## src/rtl/core/bmp24_pkg.sv

```systemverilog
// Package for the BMP 24-bit palette pixel mapper.
// Holds header offsets, config register indexes and the palette match function.
// No dependencies.
package bmp24_pkg;

  localparam int unsigned HeaderLen = 54;
  localparam logic [5:0] HdrWidthLo  = 6'h12;
  localparam logic [5:0] HdrWidthHi  = 6'h13;
  localparam logic [5:0] HdrHeightLo = 6'h16;
  localparam logic [5:0] HdrHeightHi = 6'h17;
  localparam logic [5:0] HdrLast     = 6'(HeaderLen - 1);

  localparam logic CfgOriginX = 1'b0;
  localparam logic CfgOriginY = 1'b1;

  typedef enum logic [1:0] {
    PhaseBlue  = 2'd0,
    PhaseGreen = 2'd1,
    PhaseRed   = 2'd2
  } phase_e;

  typedef struct packed {
    logic       hit;
    logic [7:0] idx;
  } match_t;

  // Web-safe cube level test: 0x00,0x33,..,0xFF; returns level 0..5
  function automatic logic [2:0] cube_level(input logic [7:0] v, output logic ok);
    logic [2:0] lvl;
    begin
      ok  = 1'b1;
      lvl = 3'd0;
      case (v)
        8'h00: lvl = 3'd0;
        8'h33: lvl = 3'd1;
        8'h66: lvl = 3'd2;
        8'h99: lvl = 3'd3;
        8'hCC: lvl = 3'd4;
        8'hFF: lvl = 3'd5;
        default: ok = 1'b0;
      endcase
      return lvl;
    end
  endfunction

  // First-match palette lookup. Entries 0..47 are irregular; 48..255 are the
  // 6x6x6 cube minus the eight corners, in green-major, red, blue order.
  function automatic match_t palette_match(input logic [7:0] b, input logic [7:0] g,
                                           input logic [7:0] r);
    match_t m;
    logic [23:0] k;
    logic okb, okg, okr;
    logic [2:0] lb, lg, lr;
    logic [8:0] pos;
    logic [7:0] base;
    begin
      m  = '{hit: 1'b1, idx: 8'd0};
      k  = {b, g, r};
      lb = cube_level(b, okb);
      lg = cube_level(g, okg);
      lr = cube_level(r, okr);
      case (k)
        24'h000000: m.idx = 8'd0;
        24'h800000: m.idx = 8'd1;
        24'h008000: m.idx = 8'd2;
        24'hFFFFFF: m.idx = 8'd3;
        24'h000080: m.idx = 8'd4;
        24'h800080: m.idx = 8'd5;
        24'h004080: m.idx = 8'd6;
        24'hC0C0C0: m.idx = 8'd7;
        24'h808080: m.idx = 8'd8;
        24'hFF0000: m.idx = 8'd9;
        24'h00FF00: m.idx = 8'd10;
        24'hFFFF00: m.idx = 8'd11;
        24'h0000FF: m.idx = 8'd12;
        24'hFF00FF: m.idx = 8'd13;
        24'h00FFFF: m.idx = 8'd14;
        24'h202020: m.idx = 8'd16;
        24'h008080: m.idx = 8'd17;
        24'hDFDFDF: m.idx = 8'd18;
        24'hA0A0A0: m.idx = 8'd19;
        24'hDDE6EA: m.idx = 8'd20;
        24'hBBCCD5: m.idx = 8'd21;
        24'h688DA2: m.idx = 8'd22;
        24'h804000: m.idx = 8'd23;
        24'hFF8000: m.idx = 8'd24;
        24'h80FF00: m.idx = 8'd25;
        24'h000040: m.idx = 8'd26;
        24'h400040: m.idx = 8'd27;
        24'h800040: m.idx = 8'd28;
        24'h808040: m.idx = 8'd29;
        24'h400080: m.idx = 8'd30;
        24'hFF0080: m.idx = 8'd31;
        24'h404080: m.idx = 8'd32;
        24'h408080: m.idx = 8'd33;
        24'hC08080: m.idx = 8'd34;
        24'hFF8080: m.idx = 8'd35;
        24'h00FF80: m.idx = 8'd36;
        24'hFFFF80: m.idx = 8'd37;
        24'hF0C8A4: m.idx = 8'd38;
        24'hC0DCC0: m.idx = 8'd39;
        24'h8000FF: m.idx = 8'd40;
        24'h0080FF: m.idx = 8'd41;
        24'hC080FF: m.idx = 8'd42;
        24'hFF80FF: m.idx = 8'd43;
        24'h8080FF: m.idx = 8'd44;
        24'h80FFFF: m.idx = 8'd45;
        24'hF0FBFF: m.idx = 8'd46;
        24'hE8FFFF: m.idx = 8'd47;
        default: begin
          // Full-cube position g*36 + r*6 + b, then drop the corners before it
          pos = 9'({lg, 5'd0}) + 9'({lg, 2'd0}) + 9'({lr, 2'd0}) + 9'({lr, 1'd0})
              + 9'(lb);
          if ((lg == 3'd0 || lg == 3'd5) && (lr == 3'd0 || lr == 3'd5)) begin
            // Corner rows only hold the four middle blues
            m.hit = okb && okg && okr && lb != 3'd0 && lb != 3'd5;
          end else begin
            m.hit = okb && okg && okr;
          end
          // corners passed: g=0 gives 1, 2 or 3 as r is 0, middle or 5;
          // middle g gives 4; g=5 gives 5, 6 or 7 the same way
          if (lg == 3'd0) begin
            base = (lr == 3'd5) ? 8'd3 : 8'd1;
          end else if (lg == 3'd5) begin
            base = (lr == 3'd5) ? 8'd7 : 8'd5;
          end else begin
            base = 8'd4;
          end
          if (lg == 3'd0 && lr != 3'd0 && lr != 3'd5) base = 8'd2;
          if (lg == 3'd5 && lr != 3'd0 && lr != 3'd5) base = 8'd6;
          m.idx = 8'(pos - 9'(base) + 9'd48);
          if (!m.hit) m.idx = 8'd0;
        end
      endcase
      return m;
    end
  endfunction

endpackage

```

## src/rtl/core/bmp24_palette_pixel_mapper_top.sv

```systemverilog
// BMP 24-bit palette pixel mapper, top level.
// Parses the byte stream, matches pixels and registers one result per pixel.
// Depends on bmp24_pkg.
//
//  channel | signals                                        | direction
//  in      | in_valid_i, in_ready_o, data_byte_i, start_of_file_i | to block
//  out     | out_valid_o, out_ready_i, pos_x_o .. last_pixel_o | from block
//  cfg     | cfg_we_i, cfg_idx_i, cfg_wdata_i               | to block
//
// One byte is accepted per cycle while no held result stalls input; the palette
// match is constant compare logic between the parse registers and the result register.
// A pixel result becomes valid in the cycle after its red byte is accepted.
// Input is taken whenever the result register is empty or being drained.
// Reset clears parse state; the block idles until a start-of-file byte.
module bmp24_palette_pixel_mapper_top (
  input  logic               clk_i,
  input  logic               rst_ni,
  input  logic               in_valid_i,
  output logic               in_ready_o,
  input  logic [7:0]         data_byte_i,
  input  logic               start_of_file_i,
  output logic               out_valid_o,
  input  logic               out_ready_i,
  output logic signed [17:0] pos_x_o,
  output logic signed [17:0] pos_y_o,
  output logic [7:0]         color_index_o,
  output logic               in_palette_o,
  output logic               last_pixel_o,
  input  logic               cfg_we_i,
  input  logic               cfg_idx_i,
  input  logic [15:0]        cfg_wdata_i
);
  import bmp24_pkg::*;

  logic [15:0] origin_x_q, origin_y_q;
  logic [5:0]  hdr_cnt_q, hdr_cnt_d;
  logic        hdr_done_q, hdr_done_d;
  logic [15:0] width_q, width_d, height_q, height_d;
  phase_e      phase_q, phase_d;
  logic [7:0]  blue_q, blue_d, green_q, green_d;
  logic [15:0] col_q, col_d, row_q, row_d;
  logic        idle_q, idle_d;
  logic        emit;
  logic        accept;
  match_t      match;
  logic        out_valid_q;

  assign in_ready_o  = !out_valid_q || out_ready_i;
  assign accept      = in_valid_i && in_ready_o;
  assign out_valid_o = out_valid_q;

  // Configuration registers
  always_ff @(posedge clk_i or negedge rst_ni) begin
    if (!rst_ni) begin
      origin_x_q <= '0;
      origin_y_q <= '0;
    end else if (cfg_we_i) begin
      if (cfg_idx_i == CfgOriginX) origin_x_q <= cfg_wdata_i;
      if (cfg_idx_i == CfgOriginY) origin_y_q <= cfg_wdata_i;
    end
  end

  // Parse next-state
  always_comb begin
    hdr_cnt_d  = hdr_cnt_q;
    hdr_done_d = hdr_done_q;
    width_d    = width_q;
    height_d   = height_q;
    phase_d    = phase_q;
    blue_d     = blue_q;
    green_d    = green_q;
    col_d      = col_q;
    row_d      = row_q;
    idle_d     = idle_q;
    emit       = 1'b0;
    if (start_of_file_i) begin
      hdr_cnt_d  = '0;
      hdr_done_d = 1'b0;
      phase_d    = PhaseBlue;
      col_d      = '0;
      row_d      = '0;
      idle_d     = 1'b0;
    end
    if (!idle_d) begin
      if (!hdr_done_d) begin
        case (hdr_cnt_d)
          HdrWidthLo:  width_d[7:0]   = data_byte_i;
          HdrWidthHi:  width_d[15:8]  = data_byte_i;
          HdrHeightLo: height_d[7:0]  = data_byte_i;
          HdrHeightHi: height_d[15:8] = data_byte_i;
          default: ;
        endcase
        if (hdr_cnt_d == HdrLast) begin
          hdr_done_d = 1'b1;
          phase_d    = PhaseBlue;
          col_d      = '0;
          if (width_d == '0 || height_d == '0) idle_d = 1'b1;
          else row_d = height_d - 16'd1;
        end else begin
          hdr_cnt_d = hdr_cnt_d + 6'd1;
        end
      end else begin
        case (phase_d)
          PhaseBlue: begin
            blue_d  = data_byte_i;
            phase_d = PhaseGreen;
          end
          PhaseGreen: begin
            green_d = data_byte_i;
            phase_d = PhaseRed;
          end
          default: begin
            phase_d = PhaseBlue;
            emit    = 1'b1;
            if (col_d + 16'd1 == width_q) begin
              col_d = '0;
              if (row_d == '0) idle_d = 1'b1;
              else row_d = row_d - 16'd1;
            end else begin
              col_d = col_d + 16'd1;
            end
          end
        endcase
      end
    end
  end

  assign match = palette_match(blue_q, green_q, data_byte_i);

  // Parse state registers
  always_ff @(posedge clk_i or negedge rst_ni) begin
    if (!rst_ni) begin
      hdr_cnt_q  <= '0;
      hdr_done_q <= 1'b0;
      width_q    <= '0;
      height_q   <= '0;
      phase_q    <= PhaseBlue;
      blue_q     <= '0;
      green_q    <= '0;
      col_q      <= '0;
      row_q      <= '0;
      idle_q     <= 1'b1;
    end else if (accept) begin
      hdr_cnt_q  <= hdr_cnt_d;
      hdr_done_q <= hdr_done_d;
      width_q    <= width_d;
      height_q   <= height_d;
      phase_q    <= phase_d;
      blue_q     <= blue_d;
      green_q    <= green_d;
      col_q      <= col_d;
      row_q      <= row_d;
      idle_q     <= idle_d;
    end
  end

  // Result register
  always_ff @(posedge clk_i or negedge rst_ni) begin
    if (!rst_ni) begin
      out_valid_q <= 1'b0;
    end else if (in_ready_o) begin
      out_valid_q <= accept && emit;
    end
  end

  always_ff @(posedge clk_i) begin
    if (accept && emit) begin
      pos_x_o       <= 18'(signed'(origin_x_q)) + 18'(col_q);
      pos_y_o       <= 18'(signed'(origin_y_q)) + 18'(row_q);
      color_index_o <= match.idx;
      in_palette_o  <= match.hit;
      last_pixel_o  <= (col_q == width_q - 16'd1) && (row_q == '0);
    end
  end

`ifndef SYNTH
  // A pixel result only comes from an accepted transaction
  a_out_from_accept: assert property (@(posedge clk_i) disable iff (!rst_ni)
    $rose(out_valid_o) |-> $past(accept)) else $error("result without input");
  // A held result blocks input
  a_stall_blocks: assert property (@(posedge clk_i) disable iff (!rst_ni)
    (out_valid_o && !out_ready_i) |-> !in_ready_o) else $error("overrun");
  // Last pixel sends the parser idle
  a_last_idle: assert property (@(posedge clk_i) disable iff (!rst_ni)
    (out_valid_o && last_pixel_o && $rose(out_valid_o)) |-> idle_q || $past(start_of_file_i))
    else $error("not idle after last pixel");
`endif

endmodule
```

## config.mk

```make
export PLATFORM = sky130hd
export DESIGN_NAME = bmp24_palette_pixel_mapper_top
export DESIGN_NICKNAME = d
export VERILOG_FILES = /design/src/rtl/core/bmp24_pkg.sv /design/src/rtl/core/bmp24_palette_pixel_mapper_top.sv
export SDC_FILE = /design/constraint.sdc
export NUM_CORES = 1
export LEC_CHECK = 0
export ABC_AREA = 0
export BUFFER_PORTS_ARGS = -buffer_cell sky130_fd_sc_hd__buf_2
export CAP_MARGIN = 20
export CORE_MARGIN = 1
export CORE_UTILIZATION = 56
export CTS_CLUSTER_DIAMETER = 200
export DETAILED_ROUTE_END_ITERATION = 10
export PLACE_DENSITY = 0.79
export SLEW_MARGIN = 10
export SYNTH_ARGS = -nofsm -noshare
export SYNTH_HDL_FRONTEND = slang
export SYNTH_SLANG_ARGS = --single-unit
export TNS_END_PERCENT = 5
```

## constraint.sdc

```tcl
create_clock -name clk_i -period 3.97 [get_ports clk_i]
set_input_delay 0.1985 -clock clk_i [delete_from_list [all_inputs] [get_ports clk_i]]
set_output_delay 0.1985 -clock clk_i [all_outputs]
set_load 0.02 [all_outputs]
```

# After elaboration in Yosys (flattened, before gate mapping)
# Index checks and enable logic that the tools add are counted.
[op_classes] n_addsub=13 n_mul=0 n_div=0 order_cmp=0 eq_ne=73 shift=0 muxes=67 bitwise=3 reduce_logical=40
[ops] cell="$eq A24 B24 Y1 const B" count=30
[ops] cell="$pmux W8 S47" count=1
[ops] cell="$mux W16" count=14
[ops] cell="$eq A24 B16 Y1 const B" count=6
[ops] cell="$mux W8" count=16
[ops] cell="$eq A24 B23 Y1 const B" count=5
[ops] cell="$eq A8 B8 Y1 const B" count=9
[ops] cell="$logic_not A16 Y1" count=4
[ops] cell="$eq A24 B8 Y1 const B" count=2
[ops] cell="$sub A16 B1 Y16 const B" count=3
[ops] cell="$reduce_or A47 Y1" count=1
[ops] cell="$pmux W3 S5" count=3
[ops] cell="$add A16 B17 Y18" count=2
[ops] cell="$eq A16 B16 Y1" count=2
[ops] cell="$eq A24 B15 Y1 const B" count=1
[ops] cell="$eq A24 B22 Y1 const B" count=1
[ops] cell="$eq A24 B7 Y1 const B" count=1
[ops] cell="$eq A6 B5 Y1 const B" count=4
[ops] cell="$eq A8 B6 Y1 const B" count=3
[ops] cell="$eq A8 B7 Y1 const B" count=3
[ops] cell="$logic_not A24 Y1" count=1
[ops] cell="$logic_not A8 Y1" count=3
[ops] cell="$mux W6" count=4
[ops] cell="$mux W1" count=20
[ops] cell="other kinds (26)" count=57
[totals] register_bits=169 latch_bits=0 ramBits=0 mem_bits_ro=0 input_bits=31 out_inout_bits=48 wordCells=214 memories=0

# Longest topological paths before layout
# Gate-level depths: netlist (run 1).
[depth] depth_word=13 depth_mapped=22 mapped_depth_nobuf=21

# Least setup slack after synthesis (run 1)
# Ideal clock, no wire load.
[synth_path] path_kind="register -> register" start="reg green_q[6]" end="reg color_index_o[7], data pin" setup_time_ns=0.254 t_arrival_ns=4.063 t_required_ns=3.716 path_slack_ns=-0.347 path_stages_with_launch=21 n_path_buf=1 period_less_slack_ns=4.317 cell_sequence="dfrtp_1 > clkbuf_1 > nor2b_1 > nand3_1 > nor3_1 > o21bai_1 > inv_1 > ha_1 > nor2b_1 > fa_1 > inv_1 > fa_1 > fa_1 > inv_1 > ha_1 > fa_1 > a21o_1 > a21oi_1 > xnor2_1 > xnor2_1 > nor2_1"
[synth_lines] element="from (decl)" line_no="bmp24_palette_pixel_mapper_top.sv:40" rtl="logic [7:0] blue_q, blue_d, green_q, green_d;"
[synth_lines] element="from (signal assigned)" line_no="bmp24_palette_pixel_mapper_top.sv:150" rtl="green_q <= green_d;"
[synth_lines] element="to (signal assigned)" line_no="bmp24_palette_pixel_mapper_top.sv:170" rtl="color_index_o <= match.idx;"
[synth_lines] element="to (decl)" line_no="bmp24_palette_pixel_mapper_top.sv:26" rtl="output logic [7:0] color_index_o,"

==> impl_table.tex, run 1 <==
\begin{tabular}{lr}
\hline
Metric & Value \\
\hline
\multicolumn{2}{l}{\textbf{Outcome}} \\
\quad Outcome & finished, violations left \\
\quad Violated checks & setup timing \\
\multicolumn{2}{l}{\textbf{Synthesis}} \\
\quad Count of warnings emitted by yosys & 0 \\
\quad Xor/xnor cell area share of the yosys netlist & 5.76\% \\
\quad Average cell area after synthesis & 9.16 sq um \\
\quad Sequential fraction of the synthesis area & 35.0\% \\
\quad Post-synthesis instance area & 12700 sq um \\
\quad Net Count, Synth & 1487 \\
\quad Top cells by count, synth & 122 x sky130\_fd\_sc\_hd\_\_dfrtp\_1, 120 x sky130\_fd\_sc\_hd\_\_nand2\_1, 108 x sky130\_fd\_sc\_hd\_\_nor2\_1 \\
\quad Most used DFF post-synth & sky130\_fd\_sc\_hd\_\_dfrtp\_1 \\
\quad Simple-gate share of the synthesized area & 23.6\% \\
\quad Number of flip-flops and latches in the synthesized netlist & 169 \\
\quad Share of synthesized cell area in full adder, half adder and majority cells & 6.99\% \\
\quad Number of synthesized flops with an enable pin & 46 \\
\quad Most common cell in the synthesized netlist & sky130\_fd\_sc\_hd\_\_dfrtp\_1 \\
\quad Top area cells in the synthesized netlist & sky130\_fd\_sc\_hd\_\_dfrtp\_1 24\%, sky130\_fd\_sc\_hd\_\_edfxtp\_1 11\%, sky130\_fd\_sc\_hd\_\_mux2\_2 6.0\% \\
\quad Complex-gate fraction of the synthesized area & 16.8\% \\
\quad Post-synth top area share & 24.0\% \\
\quad Distinct cell type count after synthesis & 109 \\
\quad Asr flop ratio synth & 72.8\% \\
\quad Biggest area consumer among synthesized cells & sky130\_fd\_sc\_hd\_\_dfrtp\_1 \\
\quad Share of cell area taken by muxes after synthesis & 7.19\% \\
\quad Combinational family with the most area after synthesis & simple AND/OR/NAND/NOR gates \\
\quad Synthesized instance count & 1391 \\
\multicolumn{2}{l}{\textbf{Layout}} \\
\quad Share of cells above drive strength 1 & 21.4\% \\
\quad Non-filler instance count after layout & 1793 \\
\quad Footprint of the flip-flops and latches & 4460 sq um \\
\quad Number of antenna diodes & 0 \\
\quad Fill cell count & 1770 \\
\quad Combined area of the multi-input logic cells & 7780 sq um \\
\quad Number of nets in the finished design & 1596 \\
\quad Layout Area Growth over Synthesis & 13.5\% \\
\multicolumn{2}{l}{\textbf{Critical path}} \\
\quad CP top delay family & adder cells \\
\quad Max stage delay cell, worst path & sky130\_fd\_sc\_hd\_\_fa\_1 \\
\quad Crit Path Category & reg2reg \\
\quad Critical path, cell by cell & nor4bb\_4 > nand3b\_1 > o21bai\_4 > inv\_2 > ha\_2 > nor2b\_2 > fa\_1 > inv\_1 > fa\_1 > fa\_2 > inv\_2 > ha\_4 > fa\_2 > a21o\_1 > a21oi\_2 > xnor2\_1 > xnor2\_1 > nor2\_1 \\
\quad Type of destination of the critical path & flop \\
\quad Number of buffers and inverters on the critical path & 3 \\
\quad Slowest Stage Delay on Critical Path & 0.50 ns \\
\quad Critical path peak fanout & 3 \\
\quad Critical path data arrival time & 4.35 ns \\
\quad Launching element type of the critical path & flop \\
\quad Required time worst endpoint & 4.15 ns \\
\multicolumn{2}{l}{\textbf{Timing}} \\
\quad Period utilisation layout & 105\% \\
\quad Final number of max-transition violations & 0 \\
\quad Setup repair after global routing missed its margin & yes \\
\quad Worst setup skew after layout & 0.0164 ns \\
\quad Top achievable clock speed & 240 MHz \\
\quad Final worst-path setup slack & -0.200 ns \\
\quad Final Setup Violations & 1 \\
\quad Measured slew at the worst slew-check pin & 0.847 ns \\
\quad Final hold vios & 0 \\
\quad Fin Hold WS & 0.0135 ns \\
\quad Post-route minimum period & 4.17 ns \\
\quad Relative slew slack & 42.7\% \\
\multicolumn{2}{l}{\textbf{Clock tree}} \\
\quad Number of buffers created by CTS & 17 \\
\quad Buffers from clock root to sink, at most & 2 \\
\quad Worst-skew pair later-pin latency & 0.44 ns \\
\quad Clock tree from TritonCTS & yes \\
\quad Clock transition at the register clock pins on the worst setup and hold paths after CTS & 0.08 ns \\
\quad Clock sink count & 169 \\
\quad Clock Root Buffer & sky130\_fd\_sc\_hd\_\_clkbuf\_16 \\
\quad CTS H-tree lvls & 4 \\
\multicolumn{2}{l}{\textbf{Power and ir drop}} \\
\quad Peak supply drop & 209 uV \\
\quad LEAKAGE & 6.33 nW \\
\quad Sum of internal, switching and leakage power & 4.17 mW \\
\quad Power density over the cells & 288 nW/um\^{}2 \\
\multicolumn{2}{l}{\textbf{Global routing}} \\
\quad First-pass GRT wire length & 58700 um \\
\quad Pin count of the biggest net entering global routing & 56 \\
\quad GRT Util Overall & 32.0\% \\
\quad Vias in the first global route & 11187 \\
\quad Initial antenna violation count & 0 \\
\quad Global-route congestion overflow total & 0 \\
\multicolumn{2}{l}{\textbf{Floorplanning}} \\
\quad Count of boundary I/O pins & 79 \\
\quad Placeable core region & 22100 sq um \\
\quad Initial Util & 57.7\% \\
\quad Die extent in y & 153 um \\
\quad Rows & 54 \\
\quad Area enclosed by the die boundary & 23400 sq um \\
\quad Die Span X & 153 um \\
\multicolumn{2}{l}{\textbf{Placement}} \\
\quad GPL Wtd Cong & 0.940 \\
\quad Hpwl dp & 27000 um \\
\quad Cell Count Post-Placement & 1754 \\
\quad Buffers added on ports & 78 \\
\multicolumn{2}{l}{\textbf{Drt}} \\
\quad Via density & 6.42 \\
\quad Detail-routed net length per standard cell & 20.3 um \\
\quad Total wire length & 36500 um \\
\quad Post-route ant nets & 0 \\
\quad Drt initial violations & 1161 \\
\quad Via Count & 11513 \\
\quad Number of optimization iterations in the first detailed-route pass & 6 \\
\quad Number of design rule violations left after detail routing & 0 \\
\multicolumn{2}{l}{\textbf{Worst hold path}} \\
\quad Worst Hold Class & in2reg \\
\multicolumn{2}{l}{\textbf{Flow run}} \\
\quad Count of maximum capacitance violations & 0 \\
\hline
\end{tabular}
[through the flow]
step           worst slack [ns]  area (sq um)  TNS (ns)  util [%]
2_1_floorplan           -0.0412         12800   -0.0412         -
3_3_place_gp             -0.201         13800    -0.201      62.3
3_5_place_dp             -0.268         13800    -0.268      62.3
4_1_cts                  -0.221         14400    -0.221      65.3
5_1_grt                  -0.437         14500    -0.625      65.5
6_report                 -0.200         14500    -0.200      65.5
[worst reg2reg max path: stages (launching register included)]
cell and delay, ns:
sky130_fd_sc_hd__dfrtp_1 0.42, sky130_fd_sc_hd__nor4bb_4 0.28, sky130_fd_sc_hd__nand3b_1 0.20, sky130_fd_sc_hd__o21bai_4 0.21, sky130_fd_sc_hd__inv_2 0.06, sky130_fd_sc_hd__ha_2 0.18
sky130_fd_sc_hd__nor2b_2 0.15, sky130_fd_sc_hd__fa_1 0.49, sky130_fd_sc_hd__inv_1 0.05, sky130_fd_sc_hd__fa_1 0.50, sky130_fd_sc_hd__fa_2 0.20, sky130_fd_sc_hd__inv_2 0.05
sky130_fd_sc_hd__ha_4 0.16, sky130_fd_sc_hd__fa_2 0.35, sky130_fd_sc_hd__a21o_1 0.19, sky130_fd_sc_hd__a21oi_2 0.12, sky130_fd_sc_hd__xnor2_1 0.14, sky130_fd_sc_hd__xnor2_1 0.13
sky130_fd_sc_hd__nor2_1 0.06
[what timing repair did]
item	CTS	global route
buffers inserted	1	2
pin swaps	1	3
gates resized for setup	3	5
setup endpoints to repair	1	4
hold buffers	4	0
endpoints found under the hold margin	57	0
[layout by cell type (no fill, tap or decap), types with 14 or more instances in the layout]
master	count
sky130_fd_sc_hd__dfrtp_1	121
sky130_fd_sc_hd__nand2_1	120
sky130_fd_sc_hd__nor2_1	106
sky130_fd_sc_hd__buf_4	83
sky130_fd_sc_hd__buf_2	77
sky130_fd_sc_hd__o21ai_0	74
sky130_fd_sc_hd__mux2_2	68
sky130_fd_sc_hd__a21oi_1	59
sky130_fd_sc_hd__xnor2_1	58
sky130_fd_sc_hd__inv_1	55
sky130_fd_sc_hd__ha_1	54
sky130_fd_sc_hd__nor3_1	51
sky130_fd_sc_hd__nand3_1	48
sky130_fd_sc_hd__edfxtp_1	46
sky130_fd_sc_hd__or3_1	26
sky130_fd_sc_hd__nor4_1	26
sky130_fd_sc_hd__nor2b_1	24
sky130_fd_sc_hd__xor2_1	24
sky130_fd_sc_hd__nand4_1	21
sky130_fd_sc_hd__o211ai_1	18
sky130_fd_sc_hd__clkbuf_16	17
sky130_fd_sc_hd__mux2i_1	15
sky130_fd_sc_hd__nand2b_1	15
sky130_fd_sc_hd__and3_1	14
[flip-flops by register name, indices dropped and copies added, names as in the netlist, 16 cells and up]
register	cells
pos_y_o	18
origin_x_q	16
pos_x_o	18
row_q	16
col_q	16
height_q	16
width_q	16
origin_y_q	16
[cells by family after synthesis]
family,Yosys count
XOR/XNOR,83
buffers and inverters,131
flip-flops,169
adder cells (fa/ha/maj),66
AO/OA/AOI/OAI,313
AND/OR/NAND/NOR,546
multiplexers,83
[area by class of cell]
class,count,area share [%]
Multi-Input combinational cell,1091,53.8
Sequential cell,169,30.8
Timing Repair Buffer,164,7.25
Clock buffer,17,2.94
Tap cell,280,2.42
Inverter,57,1.48
Clock inverter,15,1.25
[layer usage]
| metal | track usage, % | part of all wire (%) | vias up | wire length, um |
|---|---|---|---|---|
| li1 | - | - | 5367 | - |
| met1 | 40.3 | 41 | 5495 | 15000 |
| met2 | 54.0 | 49 | 544 | 17700 |
| met3 | 4.62 | 6.0 | 107 | 2210 |
| met4 | 15.5 | 4.3 | 0 | 1550 |
| met5 | 0 | 0 | - | 0 |
[worst paths after layout]
check / depth (start not counted) / slack [ns] / to / from
min: 3 / 0.01 / origin_x_q[15] / cfg_wdata_i[15]
max: 18 / -0.20 / color_index_o[7] / green_q[4]
min in group asynchronous: 2 / 0.34 / blue_q[3] / rst_ni
min reg2reg: 2 / 0.52 / hdr_cnt_q[1] / hdr_cnt_q[1]
max reg2reg: 18 / -0.20 / color_index_o[7] / green_q[4]
max in group asynchronous: 3 / 2.61 / idle_q / rst_ni
[power breakdown]
part / total (mW) / leakage, nW / internal, mW / switching (mW)
clock: 1.70 / 0.287 / 0.851 / 0.852
combinational: 0.547 / 3.99 / 0.226 / 0.320
sequential: 1.92 / 2.06 / 1.86 / 0.0582
total: 4.17 / 6.33 / 2.94 / 1.23
Power figures use the tool's default switching activity.
==> run 2: changes to the inputs <==
Clock period 3.97 ns to 3.6 ns, I/O delays scaled along.
==> impl_table.tex, run 2 (same netlist as run 1, synthesis figures left out) <==
\begin{tabular}{lr}
\hline
Metric & Value \\
\hline
\multicolumn{2}{l}{\textbf{Flow run}} \\
\quad Count of maximum capacitance violations & 0 \\
\multicolumn{2}{l}{\textbf{Drt}} \\
\quad Via Count & 11731 \\
\quad Total wire length & 36200 um \\
\quad Drt initial violations & 1295 \\
\quad Post-route ant nets & 0 \\
\quad Number of optimization iterations in the first detailed-route pass & 7 \\
\quad Detail-routed net length per standard cell & 19.7 um \\
\quad Via density & 6.37 \\
\quad Number of design rule violations left after detail routing & 0 \\
\multicolumn{2}{l}{\textbf{Clock tree}} \\
\quad Clock transition at the register clock pins on the worst setup and hold paths after CTS & 0.08 ns \\
\quad Clock tree from TritonCTS & yes \\
\quad CTS H-tree lvls & 4 \\
\quad Worst-skew pair later-pin latency & 0.45 ns \\
\quad Number of buffers created by CTS & 17 \\
\quad Clock Root Buffer & sky130\_fd\_sc\_hd\_\_clkbuf\_16 \\
\quad Clock sink count & 169 \\
\quad Buffers from clock root to sink, at most & 2 \\
\multicolumn{2}{l}{\textbf{Timing}} \\
\quad Post-route minimum period & 4.32 ns \\
\quad Final number of max-transition violations & 0 \\
\quad Final Setup Violations & 4 \\
\quad Worst setup skew after layout & 0.0145 ns \\
\quad Fin Hold WS & 0.0182 ns \\
\quad Relative slew slack & 50.1\% \\
\quad Period utilisation layout & 120\% \\
\quad Measured slew at the worst slew-check pin & 0.747 ns \\
\quad Final hold vios & 0 \\
\quad Setup repair after global routing missed its margin & yes \\
\quad Final worst-path setup slack & -0.718 ns \\
\quad Top achievable clock speed & 232 MHz \\
\multicolumn{2}{l}{\textbf{Power and ir drop}} \\
\quad Switching power of the nets & 1.36 mW \\
\quad LEAKAGE & 6.57 nW \\
\quad Power density over the cells & 310 nW/um\^{}2 \\
\quad Sequential Power Share & 45.5\% \\
\quad Proportion of power drawn by the clock network & 40.9\% \\
\quad Peak supply drop & 238 uV \\
\quad Switching fraction of total power & 29.4\% \\
\quad Share of power burned in combinational logic & 13.6\% \\
\quad Internal power consumption & 3.27 mW \\
\multicolumn{2}{l}{\textbf{Critical path}} \\
\quad Critical path, cell by cell & buf\_4 > buf\_4 > nand4\_1 > a21oi\_2 > nor2\_2 > inv\_1 > ha\_1 > mux2i\_1 > nand2b\_4 > fa\_1 > inv\_1 > fa\_1 > fa\_2 > inv\_2 > ha\_4 > fa\_2 > a21o\_1 > a21oi\_2 > xnor2\_1 > xnor2\_1 > nor2\_1 \\
\quad Critical path peak fanout & 5 \\
\quad Slowest Stage Delay on Critical Path & 0.54 ns \\
\quad Slack of the worst reg-to-reg path & -0.72 ns \\
\quad Crit Path Category & reg2reg \\
\quad Required time worst endpoint & 3.79 ns \\
\quad Max stage delay cell, worst path & sky130\_fd\_sc\_hd\_\_fa\_1 \\
\quad Type of destination of the critical path & flop \\
\quad Launching element type of the critical path & flop \\
\quad Critical path data arrival time & 4.51 ns \\
\multicolumn{2}{l}{\textbf{Floorplanning}} \\
\quad Count of boundary I/O pins & 79 \\
\quad Die extent in y & 153 um \\
\quad Rows & 54 \\
\quad Die Span X & 153 um \\
\quad Initial Util & 57.7\% \\
\quad Placeable core region & 22100 sq um \\
\quad Area enclosed by the die boundary & 23400 sq um \\
\multicolumn{2}{l}{\textbf{Layout}} \\
\quad Fill cell count & 1762 \\
\quad Most common cell after layout, fill and taps aside & sky130\_fd\_sc\_hd\_\_buf\_4 \\
\quad Post-layout instance area & 14900 sq um \\
\quad Number of nets in the finished design & 1644 \\
\quad Combined area of the multi-input logic cells & 7850 sq um \\
\quad Commonest cells after routing, fill and taps aside & 125 x sky130\_fd\_sc\_hd\_\_buf\_4, 120 x sky130\_fd\_sc\_hd\_\_nand2\_1, 118 x sky130\_fd\_sc\_hd\_\_dfrtp\_1 \\
\quad Registers with the most flip-flops & pos\_x\_o x18, pos\_y\_o x18 \\
\quad Number of antenna diodes & 0 \\
\quad Layout Area Growth over Synthesis & 17.3\% \\
\quad Share of cells above drive strength 1 & 24.5\% \\
\quad Footprint of the flip-flops and latches & 4470 sq um \\
\multicolumn{2}{l}{\textbf{Outcome}} \\
\quad Violated checks & setup timing \\
\quad Outcome & finished, violations left \\
\multicolumn{2}{l}{\textbf{Placement}} \\
\quad Placed Instance Area & 14100 sq um \\
\quad Buffers added on ports & 78 \\
\quad GPL Wtd Cong & 0.972 \\
\quad Worst slack at placement & -0.666 ns \\
\quad Hpwl dp & 26700 um \\
\multicolumn{2}{l}{\textbf{Global routing}} \\
\quad Met1 Resource Use GR & 38.0\% \\
\quad GRT Util Overall & 31.6\% \\
\quad GR Layer Usage met3 & 4.51\% \\
\quad Busiest grt layer & met2 \\
\quad Pin count of the biggest net entering global routing & 77 \\
\quad Global-route congestion overflow total & 0 \\
\quad Vias in the first global route & 11439 \\
\quad Initial antenna violation count & 0 \\
\quad First-pass GRT wire length & 58700 um \\
\quad Met2 capacity usage during global routing & 55.8\% \\
\multicolumn{2}{l}{\textbf{Worst hold path}} \\
\quad Worst Hold Class & in2reg \\
\hline
\end{tabular}
[run 2: cell count changes in the layout (fill, tap and decap cells not counted), sizes merged]
cell,before,now
buf,160,204
clkinvlp,2,0
inv,62,64
dlygate4sd3,4,8
[run 2: path summary, 6_finish.rpt]
kind / startpoint / endpoint / depth (start not counted)
worst max-delay path: green_q[2] / color_index_o[7] / 21
worst min-delay path: cfg_wdata_i[6] / origin_y_q[6] / 2
worst min register to register: origin_x_q[9] / origin_x_q[9] / 1
worst max register to register: green_q[2] / color_index_o[7] / 21
min in group asynchronous: rst_ni / blue_q[2] / 2
max in group asynchronous: rst_ni / origin_x_q[14] / 3
[run 2: layer usage]
metal	share of wire, %	vias up
met2	50	559
met3	6.4	116
met4	4.0	0
met1	40	5594
li1	-	5462
met5	0	-
[run 2: final cells by class]
| type | instances | share of cell area, % |
|---|---|---|
| multi-input cells | 1091 | 52.5 |
| flip-flops and latches | 169 | 29.9 |
| repair buffers | 212 | 9.66 |
| clock buffers | 17 | 2.85 |
| well taps | 280 | 2.34 |
| inverters | 57 | 1.43 |
| clock inverters | 15 | 1.30 |
[run 2: critical path: cells and delay by family (launching register included)]
kind | cells | cell delay, ns
fa+ha+maj | 6 | 1.61
simple gates | 4 | 0.56
buf+inv | 5 | 0.48
flops | 1 | 0.44
compound gates | 3 | 0.41
xor+xnor | 2 | 0.32
mux | 1 | 0.25
[run 2: through the flow]
step | total power [mW] | utilization [%] | instances | setup TNS (ns)
floorplan | 2.53 | - | 1391 | -0.738
global placement | 2.73 | 63.8 | 1795 | -1.27
detailed placement | 2.75 | 63.8 | 1795 | -1.60
CTS | 4.65 | 67.1 | 1835 | -1.45
global route | 4.80 | 67.6 | 1841 | -2.18
finish | 4.63 | 67.6 | 1841 | -1.58
[run 2: power by group through the flow]
stage / registers, mW / logic (mW) / clock network (mW)
6_report: 2.11 / 0.629 / 1.90
5_1_grt: 2.11 / 0.690 / 1.99
4_1_cts: 2.10 / 0.620 / 1.92
3_5_place_dp: 2.14 / 0.608 / 0
2_1_floorplan: 2.13 / 0.404 / 0
3_3_place_gp: 2.14 / 0.592 / 0
[run 2: timing repair]
action                     CTS  global route
hold endpoints to repair    57             0
pin swaps                    1             6
setup endpoints to repair    4             7
hold buffers                 8             0
setup buffers                0             6
gates resized for setup      6            20
